==> config.mk <==
export PLATFORM = sky130hd
export DESIGN_NAME = form_urlencoded_decoder
export DESIGN_NICKNAME = d
export VERILOG_FILES = /design/src/fud_pkg.sv /design/src/fud_front.sv /design/src/fud_queue.sv /design/src/fud_back.sv /design/src/form_urlencoded_decoder.sv
export SDC_FILE = /design/constraint.sdc
export NUM_CORES = 1
export LEC_CHECK = 0
export ABC_AREA = 1
export BUFFER_PORTS_ARGS = -buffer_cell sky130_fd_sc_hd__buf_2
export CAP_MARGIN = 20
export CORE_ASPECT_RATIO = 1.1
export CORE_MARGIN = 1.5
export CORE_UTILIZATION = 50
export DETAILED_ROUTE_END_ITERATION = 8
export PLACE_DENSITY = 0.79
export RECOVER_POWER = 50
export SYNTH_ARGS = -nofsm -noshare
export SYNTH_HDL_FRONTEND = slang
export SYNTH_SLANG_ARGS = --single-unit
==> constraint.sdc <==
create_clock -name clk -period 3.8 [get_ports clk]
set_input_delay 0.76 -clock clk [delete_from_list [all_inputs] [get_ports clk]]
set_output_delay 0.76 -clock clk [all_outputs]
set_load 0.05 [all_outputs]
==> src/fud_pkg.sv <==
`default_nettype none
// ----------------------------------------------------------------------------
// fud_pkg: shared types and constants of the form body decoder
// Defines the item classes, result kinds, escape steps and register map
// that the front, queue and back modules share.
// ----------------------------------------------------------------------------
package fud_pkg;

	// Default parameter values.
	localparam int COUNT_WIDTH_DEF = 16;
	localparam int QUEUE_DEPTH_DEF = 4;

	// Register reset values.
	localparam logic [15:0] RST_MAX_NAME  = 16'd1023;
	localparam logic [15:0] RST_MAX_VALUE = 16'd4095;

	// Special characters of the encoding.
	localparam logic [7:0] CH_NUL   = 8'h00;
	localparam logic [7:0] CH_SPACE = 8'h20;
	localparam logic [7:0] CH_AMP   = 8'h26;
	localparam logic [7:0] CH_PLUS  = 8'h2B;
	localparam logic [7:0] CH_PCT   = 8'h25;
	localparam logic [7:0] CH_EQ    = 8'h3D;

	// Register index, taken from paddr[2].
	typedef enum logic {
		REG_MAX_NAME  = 1'b0,
		REG_MAX_VALUE = 1'b1
	} reg_idx_t;

	typedef enum logic [2:0] {
		K_NAME  = 3'd0,
		K_VALUE = 3'd1,
		K_PAIR  = 3'd2,
		K_DONE  = 3'd3,
		K_ERROR = 3'd4
	} kind_t;

	typedef enum logic [2:0] {
		CL_BYTE = 3'd0,
		CL_PCT  = 3'd1,
		CL_PLUS = 3'd2,
		CL_EQ   = 3'd3,
		CL_AMP  = 3'd4
	} cls_t;

	typedef enum logic [1:0] {
		ESC_NONE = 2'd0,
		ESC_HIGH = 2'd1,
		ESC_LOW  = 2'd2
	} esc_t;

	// One classified item as it travels through the queue.
	typedef struct packed {
		logic       is_end;
		cls_t       cls;
		logic       hex_ok;
		logic [3:0] hex_val;
		logic [7:0] raw;
	} item_t;

endpackage
`default_nettype wire

==> src/fud_front.sv <==
`default_nettype none
// ----------------------------------------------------------------------------
// fud_front: input acceptance and classification
// Takes a raw body byte, folds the zero byte into the end marker, and
// decodes the character class and hex digit value for the back end.
// ----------------------------------------------------------------------------
module fud_front import fud_pkg::*; (
	input  logic       in_valid,
	input  logic [7:0] in_byte,
	input  logic       is_end,
	input  logic       q_full,
	output logic       in_stall,
	output logic       push,
	output item_t      item
);

	assign in_stall = q_full;
	assign push     = in_valid && !q_full;

	always_comb begin
		item.raw     = in_byte;
		item.is_end  = is_end || (in_byte == CH_NUL);
		item.hex_ok  = 1'b0;
		item.hex_val = in_byte[3:0];
		if (in_byte inside {[8'h30:8'h39]}) begin
			item.hex_ok = 1'b1;
		end else if (in_byte inside {[8'h41:8'h46], [8'h61:8'h66]}) begin
			// The low nibble of 'A'..'F' and 'a'..'f' runs from 1 to 6.
			item.hex_ok  = 1'b1;
			item.hex_val = in_byte[3:0] + 4'd9;
		end
		case (in_byte)
			CH_PCT:  item.cls = CL_PCT;
			CH_PLUS: item.cls = CL_PLUS;
			CH_EQ:   item.cls = CL_EQ;
			CH_AMP:  item.cls = CL_AMP;
			default: item.cls = CL_BYTE;
		endcase
	end

endmodule
`default_nettype wire

==> src/fud_queue.sv <==
`default_nettype none
// ----------------------------------------------------------------------------
// fud_queue: short queue of classified items
// A small register FIFO that lets the front and the back stall apart.
// ----------------------------------------------------------------------------
module fud_queue import fud_pkg::*; #(
	parameter int DEPTH = QUEUE_DEPTH_DEF
) (
	input  logic  clk,
	input  logic  arst_n,
	input  logic  push,
	input  item_t wr_item,
	input  logic  pop,
	output logic  full,
	output logic  head_valid,
	output item_t head
);

	localparam int AW = (DEPTH > 1) ? $clog2(DEPTH) : 1;

	item_t         entry_q [DEPTH];
	logic [AW-1:0] wr_ptr_q;
	logic [AW-1:0] rd_ptr_q;
	logic [AW:0]   cnt_q;

	function automatic logic [AW-1:0] ptr_inc(input logic [AW-1:0] p);
		return (p == AW'(DEPTH - 1)) ? '0 : p + 1'b1;
	endfunction

	assign full       = (cnt_q == (AW+1)'(DEPTH));
	assign head_valid = (cnt_q != '0);
	assign head       = entry_q[rd_ptr_q];

	always_ff @(posedge clk) begin
		if (push) begin
			entry_q[wr_ptr_q] <= wr_item;
		end
	end

	always_ff @(posedge clk or negedge arst_n) begin
		if (!arst_n) begin
			wr_ptr_q <= '0;
			rd_ptr_q <= '0;
			cnt_q    <= '0;
		end else begin
			if (push) begin
				wr_ptr_q <= ptr_inc(wr_ptr_q);
			end
			if (pop) begin
				rd_ptr_q <= ptr_inc(rd_ptr_q);
			end
			if (push && !pop) begin
				cnt_q <= cnt_q + 1'b1;
			end else if (pop && !push) begin
				cnt_q <= cnt_q - 1'b1;
			end
		end
	end

endmodule
`default_nettype wire

==> src/fud_back.sv <==
`default_nettype none
// ----------------------------------------------------------------------------
// fud_back: form state and result register
// Carries out one classified item per cycle against the form state, unless
// a stalled output register holds it, and loads its result into that register;
// an end marker that closes a value yields a pair mark and then a done mark.
// ----------------------------------------------------------------------------
module fud_back import fud_pkg::*; #(
	parameter int COUNT_WIDTH = COUNT_WIDTH_DEF
) (
	input  logic        clk,
	input  logic        arst_n,
	input  logic [15:0] max_name,
	input  logic [15:0] max_value,
	input  logic        hv,
	input  item_t       h,
	output logic        pop,
	output logic        out_valid,
	input  logic        out_stall,
	output logic [2:0]  kind,
	output logic [7:0]  out_byte,
	output logic [15:0] pair_count,
	output logic        run_last
);

	localparam int PC_W = (COUNT_WIDTH < 16) ? COUNT_WIDTH : 16;

	// Form state.
	logic            in_value_q;
	esc_t            esc_q;
	logic [3:0]      high_q;
	logic [15:0]     len_q;
	logic [PC_W-1:0] pairs_q;
	logic            seen_q;
	logic            failed_q;
	logic            pend_q;

	// Output register.
	logic            out_valid_q;
	kind_t           out_kind_q;
	logic [7:0]      out_byte_q;
	logic [15:0]     out_cnt_q;
	logic            out_last_q;

	// Next state.
	logic            in_value_d;
	esc_t            esc_d;
	logic [3:0]      high_d;
	logic [15:0]     len_d;
	logic [PC_W-1:0] pairs_d;
	logic            seen_d;
	logic            failed_d;

	// Result of the head item.
	logic            res_has;
	kind_t           res_kind;
	logic            res_bump;
	logic            res_last;
	logic            res_two;

	logic            is_data;
	logic [7:0]      dec_byte;
	logic [15:0]     lim;
	logic            emit_ok;
	logic [PC_W-1:0] pairs_inc;
	logic            slot_free;
	logic            fire;

	assign pairs_inc = (pairs_q == '1) ? pairs_q : pairs_q + 1'b1;
	assign lim       = in_value_q ? max_value : max_name;

	// The decoded byte: a finished escape, a plus sign, or the raw byte.
	always_comb begin
		if (esc_q == ESC_LOW) begin
			dec_byte = {high_q, h.hex_val};
		end else if (h.cls == CL_PLUS) begin
			dec_byte = CH_SPACE;
		end else begin
			dec_byte = h.raw;
		end
	end

	// Is the head a byte that goes to the current field?
	always_comb begin
		is_data = 1'b0;
		if (!failed_q && !h.is_end) begin
			if (esc_q != ESC_NONE) begin
				is_data = h.hex_ok && (esc_q == ESC_LOW);
			end else begin
				case (h.cls)
					CL_PCT:  is_data = 1'b0;
					CL_EQ:   is_data = in_value_q;
					CL_AMP:  is_data = !in_value_q;
					default: is_data = 1'b1;
				endcase
			end
		end
	end

	assign emit_ok = is_data && (dec_byte != CH_NUL) && (len_q < lim);

	// Result of the head item.
	always_comb begin
		res_has  = 1'b0;
		res_kind = in_value_q ? K_VALUE : K_NAME;
		res_bump = 1'b0;
		res_last = 1'b1;
		res_two  = 1'b0;
		if (failed_q) begin
			res_has = 1'b0;
		end else if (h.is_end) begin
			res_has = 1'b1;
			if (esc_q != ESC_NONE) begin
				res_kind = K_ERROR;
			end else if (in_value_q) begin
				res_bump = 1'b1;
				if (!pend_q) begin
					res_kind = K_PAIR;
					res_last = 1'b0;
					res_two  = 1'b1;
				end else begin
					res_kind = K_DONE;
				end
			end else if (seen_q) begin
				res_kind = K_ERROR;
			end else begin
				res_kind = K_DONE;
			end
		end else if (esc_q != ESC_NONE && !h.hex_ok) begin
			res_has  = 1'b1;
			res_kind = K_ERROR;
		end else if (esc_q == ESC_NONE && h.cls == CL_AMP && in_value_q) begin
			res_has  = 1'b1;
			res_kind = K_PAIR;
			res_bump = 1'b1;
		end else begin
			res_has = emit_ok;
		end
	end

	assign slot_free = !out_valid_q || !out_stall;
	assign fire      = hv && (!res_has || slot_free);
	assign pop       = fire && !res_two;

	// Next form state once the head item is retired.
	always_comb begin
		in_value_d = in_value_q;
		esc_d      = esc_q;
		high_d     = high_q;
		len_d      = len_q;
		pairs_d    = pairs_q;
		seen_d     = seen_q;
		failed_d   = failed_q;
		if (failed_q || h.is_end) begin
			if ((!failed_q && esc_q != ESC_NONE)
					|| (!failed_q && !in_value_q && seen_q)) begin
				failed_d = 1'b1;
			end else if (h.is_end) begin
				in_value_d = 1'b0;
				esc_d      = ESC_NONE;
				high_d     = '0;
				len_d      = '0;
				pairs_d    = '0;
				seen_d     = 1'b0;
				failed_d   = 1'b0;
			end
		end else begin
			seen_d = 1'b1;
			if (esc_q != ESC_NONE && !h.hex_ok) begin
				failed_d = 1'b1;
			end else if (esc_q == ESC_HIGH) begin
				high_d = h.hex_val;
				esc_d  = ESC_LOW;
			end else if (esc_q == ESC_NONE && h.cls == CL_PCT) begin
				esc_d = ESC_HIGH;
			end else if (esc_q == ESC_NONE && h.cls == CL_EQ && !in_value_q) begin
				in_value_d = 1'b1;
				len_d      = '0;
			end else if (esc_q == ESC_NONE && h.cls == CL_AMP && in_value_q) begin
				pairs_d    = pairs_inc;
				in_value_d = 1'b0;
				len_d      = '0;
			end else begin
				esc_d = ESC_NONE;
				if (emit_ok) begin
					len_d = len_q + 1'b1;
				end
			end
		end
	end

	always_ff @(posedge clk or negedge arst_n) begin
		if (!arst_n) begin
			in_value_q  <= 1'b0;
			esc_q       <= ESC_NONE;
			high_q      <= '0;
			len_q       <= '0;
			pairs_q     <= '0;
			seen_q      <= 1'b0;
			failed_q    <= 1'b0;
			pend_q      <= 1'b0;
			out_valid_q <= 1'b0;
		end else begin
			if (pop) begin
				in_value_q <= in_value_d;
				esc_q      <= esc_d;
				high_q     <= high_d;
				len_q      <= len_d;
				pairs_q    <= pairs_d;
				seen_q     <= seen_d;
				failed_q   <= failed_d;
				pend_q     <= 1'b0;
			end else if (fire && res_two) begin
				pend_q <= 1'b1;
			end
			if (fire && res_has) begin
				out_valid_q <= 1'b1;
			end else if (!out_stall) begin
				out_valid_q <= 1'b0;
			end
		end
	end

	always_ff @(posedge clk) begin
		if (fire && res_has) begin
			out_kind_q <= res_kind;
			out_byte_q <= (res_kind == K_NAME || res_kind == K_VALUE) ? dec_byte : 8'h00;
			out_cnt_q  <= 16'(res_bump ? pairs_inc : pairs_q);
			out_last_q <= res_last;
		end
	end

	assign out_valid  = out_valid_q;
	assign kind       = out_kind_q;
	assign out_byte   = out_byte_q;
	assign pair_count = out_cnt_q;
	assign run_last   = out_last_q;

`ifndef ASSERT_OFF
	// The second result is only owed while the closing end marker waits.
	a_pend_head: assert property (@(posedge clk) disable iff (!arst_n)
		pend_q |-> hv && h.is_end && in_value_q && !failed_q)
		else $error("pending second result without its end marker");

	// The first of two results is a pair mark that is not the last one.
	a_two_first: assert property (@(posedge clk) disable iff (!arst_n)
		fire && res_two |=> out_valid_q && out_kind_q == K_PAIR && !out_last_q)
		else $error("first of two results is not an open pair mark");

	// A form-level mark always closes the results of its item.
	a_done_last: assert property (@(posedge clk) disable iff (!arst_n)
		out_valid_q && (out_kind_q == K_DONE || out_kind_q == K_ERROR) |-> out_last_q)
		else $error("form done or error not flagged as last");

	// While failed, no result is produced.
	a_failed_quiet: assert property (@(posedge clk) disable iff (!arst_n)
		failed_q |-> !res_has)
		else $error("result produced while swallowing a failed form");
`endif

endmodule
`default_nettype wire

==> src/form_urlencoded_decoder.sv <==
`default_nettype none
// ----------------------------------------------------------------------------
// form_urlencoded_decoder: streaming decoder for form-encoded bodies
// Splits a body into name=value pairs and emits the decoded name and value
// bytes, a mark per completed pair and a final done or error mark.
// ----------------------------------------------------------------------------
//
//  channel   handshake            payload                              dir
//  -------   ------------------   ----------------------------------   ---
//  input     in_valid / in_stall  in_byte, is_end                      in
//  output    out_valid/out_stall  kind, out_byte, pair_count, run_last out
//  config    APB psel/penable     paddr, pwdata, prdata, pready        in
//
// The block takes one item per cycle while in_stall is low. An accepted item
// is written into the classification queue, and from the head of the queue
// the state logic carries it into the output register, where its first
// result is offered. The only item that holds the state logic longer is an
// end marker that closes a value, because it yields a pair mark and then a
// done mark.
// Reset is asynchronous and active low; it clears the form state, the queue
// and the output valid flag, and loads the two length limits with their
// defaults. A stall on the output holds the result register; the queue then
// absorbs up to QUEUE_DEPTH items before in_stall is raised.
//
// Register map (32-bit data, only the low 16 bits are kept):
//   0x0  max_name_bytes   most decoded bytes kept per name
//   0x4  max_value_bytes  most decoded bytes kept per value
// The register is selected by paddr[2]; the byte-offset bits are ignored.
// ----------------------------------------------------------------------------
module form_urlencoded_decoder import fud_pkg::*; #(
	parameter int COUNT_WIDTH = COUNT_WIDTH_DEF,
	parameter int QUEUE_DEPTH = QUEUE_DEPTH_DEF
) (
	input  logic        clk,
	input  logic        arst_n,

	// Input item channel.
	input  logic        in_valid,
	output logic        in_stall,
	input  logic [7:0]  in_byte,
	input  logic        is_end,

	// Result item channel.
	output logic        out_valid,
	input  logic        out_stall,
	output logic [2:0]  kind,
	output logic [7:0]  out_byte,
	output logic [15:0] pair_count,
	output logic        run_last,

	// Configuration port.
	input  logic        psel,
	input  logic        penable,
	input  logic        pwrite,
	input  logic [2:0]  paddr,
	input  logic [31:0] pwdata,
	output logic [31:0] prdata,
	output logic        pready
);

	logic [15:0] max_name_q;
	logic [15:0] max_value_q;
	reg_idx_t    reg_sel;
	logic        cfg_wr;

	logic        q_full;
	logic        push;
	item_t       wr_item;
	logic        pop;
	logic        head_valid;
	item_t       head;

	// Configuration registers. The user writes them only while the block is idle
	// (unchecked by the block); the back end reads the limits straight from them.
	assign pready  = 1'b1;
	assign reg_sel = reg_idx_t'(paddr[2]);
	assign cfg_wr  = psel && penable && pwrite && pready;

	always_ff @(posedge clk or negedge arst_n) begin
		if (!arst_n) begin
			max_name_q  <= RST_MAX_NAME;
			max_value_q <= RST_MAX_VALUE;
		end else if (cfg_wr) begin
			case (reg_sel)
				REG_MAX_NAME:  max_name_q  <= pwdata[15:0];
				REG_MAX_VALUE: max_value_q <= pwdata[15:0];
				default: ;
			endcase
		end
	end

	always_comb begin
		case (reg_sel)
			REG_MAX_NAME:  prdata = {16'h0000, max_name_q};
			REG_MAX_VALUE: prdata = {16'h0000, max_value_q};
			default:       prdata = '0;
		endcase
	end

	// Front end: accept and classify.
	fud_front u_front (
		.in_valid (in_valid),
		.in_byte  (in_byte),
		.is_end   (is_end),
		.q_full   (q_full),
		.in_stall (in_stall),
		.push     (push),
		.item     (wr_item)
	);

	// Queue between the front and the back.
	fud_queue #(
		.DEPTH (QUEUE_DEPTH)
	) u_queue (
		.clk        (clk),
		.arst_n     (arst_n),
		.push       (push),
		.wr_item    (wr_item),
		.pop        (pop),
		.full       (q_full),
		.head_valid (head_valid),
		.head       (head)
	);

	// Back end: form state and result register.
	fud_back #(
		.COUNT_WIDTH (COUNT_WIDTH)
	) u_back (
		.clk        (clk),
		.arst_n     (arst_n),
		.max_name   (max_name_q),
		.max_value  (max_value_q),
		.hv         (head_valid),
		.h          (head),
		.pop        (pop),
		.out_valid  (out_valid),
		.out_stall  (out_stall),
		.kind       (kind),
		.out_byte   (out_byte),
		.pair_count (pair_count),
		.run_last   (run_last)
	);

endmodule
`default_nettype wire
==> key figures <==
Outcome
  • Status: finished with violations
  • Failing checks: max-capacitance violations, max-slew violations

Place
  • GP Congestion: between 0.8 and 0.9
  • Port Buffers: 78
  • Worst slack, placed: between 0.3 and 0.4 ns
  • Post-DP HPWL: between 10,000 and 15,000 um

Routing
  • First-pass DRT Iterations: 5
  • ANT nets after route: 0
  • Vias per cell: 5.235
  • Routed wire per std cell: between 10 and 15 um
  • Residual DRC count: 0
  • Final WL: 20,640 um
  • Vias: 7,632
  • 1st-iter DRT viols: 596

Cells and area
  • Inserted Diodes: 0
  • Share of cells above drive strength 1: 11.64%
  • Area occupied by multi-input gates: between 0.003 and 0.004 mm^2
  • Layout Nets: approximately 1,300
  • Area growth syn-to-layout: 11.46%
  • FILL cells: approximately 1,600
  • Register area: approximately 0.0050 mm^2

Clock network
  • Root buf cell: clkbuf_16
  • Post-cts resize count: 0
  • Clock Latency Late Sink: 0.45 ns
  • Clk slew on worst S/H paths: 0.07 ns
  • Clk buf depth: 2
  • Htree depth: 4
  • CTS Buf Count: 17
  • Clock sinks: 178
  • Postcts setup bufs: 0
  • Hold_buf cts: 0
  • CTS tree: done

Synth
  • Synth Area in XOR/XNOR: ~1.5%
  • Synth top area cells: edfxtp_1, dfrtp_1, nand2_1, dfstp_2, inv_1
  • Ys async rst share: 46.07%
  • Adder-Cell Fraction of Synth Area: ~3.8%
  • Mux cell area share after synthesis: 0%
  • Avg Cell Area, Syn: 8.623 um^2
  • Post-synthesis simple-gate area fraction: about 22%
  • Syn Inst Count: 1,124
  • Synth area leader: edfxtp_1
  • Yosys top cell area share: about 30%
  • Top FF cell, synth: edfxtp_1
  • Seq cells post-synth: between 150 and 200
  • Count leader, synth: nand2_1
  • Synth unique cells: 50
  • EDFF count, synth: 96
  • Main combinational cell family by area after synthesis: simple AND/OR/NAND/NOR gates
  • Yosys warning count: 0
  • Register area share after synthesis: between 50% and 60%
  • Mapped Area: 0.009692 mm^2
  • Area fraction in compound gates after synthesis: 11.39%
  • Post-synth top cells: nand2_1, inv_1, o21ai_0

Worst setup path
  • Worst path buffer plus inverter count: 4
  • Worst path max stage delay: between 0.3 and 0.4 ns
  • Crit-path slowest cell: dfrtp_1
  • Setup CP Type: flop to flop
  • Crit path top cell by count: nand2_1
  • Setup crit end kind: flop
  • Crit path arrival time: ~3.8 ns
  • Worst endpoint required time: between 4 and 5 ns
  • Top cell family by delay on the critical path: simple AND/OR/NAND/NOR gates
  • Startpoint types: flop
  • CP max FO: 26
  • Cell Chain, Critical Path: inv_1, buf_4, nand2_1, o21ai_0, ha_1, nand2_1, inv_1, o21ai_0, nand2_1, nor2_1, nand2_1, a21oi_1, nand3_2, nand2_2, nand3_4, nand3_4, ha_1, inv_1, fa_1, a21oi_1, o21ai_0, xor2_1

Floorplanning
  • Die Wd: 135.7 um
  • Die area: ~0.020 mm^2
  • Num ports: ~110
  • Die Ht: 149.0 um
  • Rows: 53
  • Core box area: 0.01903 mm^2
  • Starting density of the core: around 50%

Run
  • Max-cap violation count: 1

STA
  • Final Skew: about 0.011 ns
  • Setup tns final: 0 ns
  • Hold Vio Cnt, Final: 0
  • Min cycle time layout: ~3.4 ns
  • Worst slew pin tran: roughly 1.6 ns
  • RSZ-0062 raised after global routing: false
  • Maximum clock frequency: slightly below 300 MHz
  • Setup ws final: 0.3525 ns
  • Slew margin rel.: -7.431%
  • Final setup fails: 0
  • Hold WS: 0.4864 ns
  • Fin crit share: 90.72%
  • Slew Limit Fails: 63

Global routing
  • Total GRT Usage: between 20% and 30%
  • Global-route wire length before repair: 33,990 um
  • Vias in the first global route: 7,390
  • Initial antenna violation count: 0
  • Global route total overflow: 0
  • Largest net degree at the start of global routing: between 60 and 70

Power and ir drop
  • Max VDD drop: 0.0005482 V
  • Leakage dissipation: 5.020 nW
  • Power per cell area: between 800 and 900 mW/mm^2

Hold path
  • Min-delay worst type: flop to flop
## cell usage in the layout (no fill, tap or decap), types with 3 or more instances in the layout
cell	synthesis	final
nand3_2	13	13
conb_1	2	17
nor2_1	95	95
clkbuf_1	19	38
dfstp_2	22	22
clkinv_8	0	3
inv_8	0	5
nand4_1	8	8
inv_6	0	4
xor2_1	15	15
nor3_1	13	13
ha_1	28	28
a21oi_1	35	35
buf_4	17	13
o21ai_0	107	107
nor2_2	3	3
inv_1	153	153
nor4_1	6	6
clkbuf_16	0	17
nand3_1	73	73
o21bai_1	35	35
dfrtp_1	60	60
nand2_1	267	267
edfxtp_1	96	96
buf_2	12	44
## state kept, by name, indices dropped and copies added, names as in the netlist, 3 cells and up
signal,flops
max_value_q,16
u_back.high_q,4
u_back.out_byte,8
u_back.pair_count,16
u_queue.cnt_q,3
u_back.pairs_q,16
u_back.kind,3
u_queue.entry_q,68
u_back.len_q,16
max_name_q,16
## power breakdown
part | switching (W) | total, W | internal (W)
clock | 0.000840 | 0.00181 | 0.000967
sequential | 0.000185 | 0.00286 | 0.00267
combinational | 0.00328 | 0.00429 | 0.00101
## worst paths after layout
| check | endpoint | depth (start not counted) | from | slack [ns] |
|---|---|---|---|---|
| worst max-delay path | u_queue.cnt_q[2] | 22 | u_back.in_value_q | 0.35 |
| worst min-delay path | max_name_q[13] | 2 | max_name_q[13] | 0.49 |
| worst max register to register | u_queue.cnt_q[2] | 22 | u_back.in_value_q | 0.35 |
| min in group asynchronous | u_back.len_q[1] | 1 | arst_n | 0.73 |
| worst min register to register | max_name_q[13] | 2 | max_name_q[13] | 0.49 |
| max in group asynchronous | u_back.high_q[0] | 2 | arst_n | 1.83 |
## worst min-delay path, delay by kind of cell (launching register included)
kind / cells / cell delay, ns
simple gates: 1 / 0.05
compound gates: 1 / 0.06
flops: 1 / 0.34
## through the flow
stage / cell area [um^2] / instances / util [%] / total power, W
final: 10800 / 1458 / 56.76 / 0.008958
after global routing: 10800 / 1458 / 56.76 / 0.009566
after CTS: 10870 / 1458 / 57.09 / 0.009019
after detailed placement: 10250 / 1426 / 53.84 / 0.007219
after global placement: 10250 / 1426 / 53.84 / 0.007126
after floorplan: 9748 / 1139 / - / 0.006231
## final cells by class
class / instances / area share, %
clock inverters: 14 / 1.656
flip-flops and latches: 178 / 45.93
well taps: 247 / 2.861
repair buffers: 96 / 4.309
multi-input cells: 748 / 35.68
clock buffers: 18 / 4.065
inverters: 157 / 5.490
## cell families (layout without fill, tap and decap cells)
group           count (synthesis)  after routing
buf+inv                       213            285
flops                         178            178
compound gates                194            194
fa+ha+maj                      29             29
simple gates                  491            491
xor+xnor                       17             17
other cells                     2             17
## metal layers
metal / part of all wire (%) / up-vias / wire length [um] / global-route usage, %
met3: 4.6 / 44 / 958 / 3.976
met2: 50 / 205 / 10260 / 36.32
met4: 2.7 / 0 / 552 / 9.677
li1: - / 3800 / - / -
met5: 0 / - / 0 / 0
met1: 43 / 3583 / 8862 / 26.66
No activity file was read; power rests on OpenSTA's default activity.
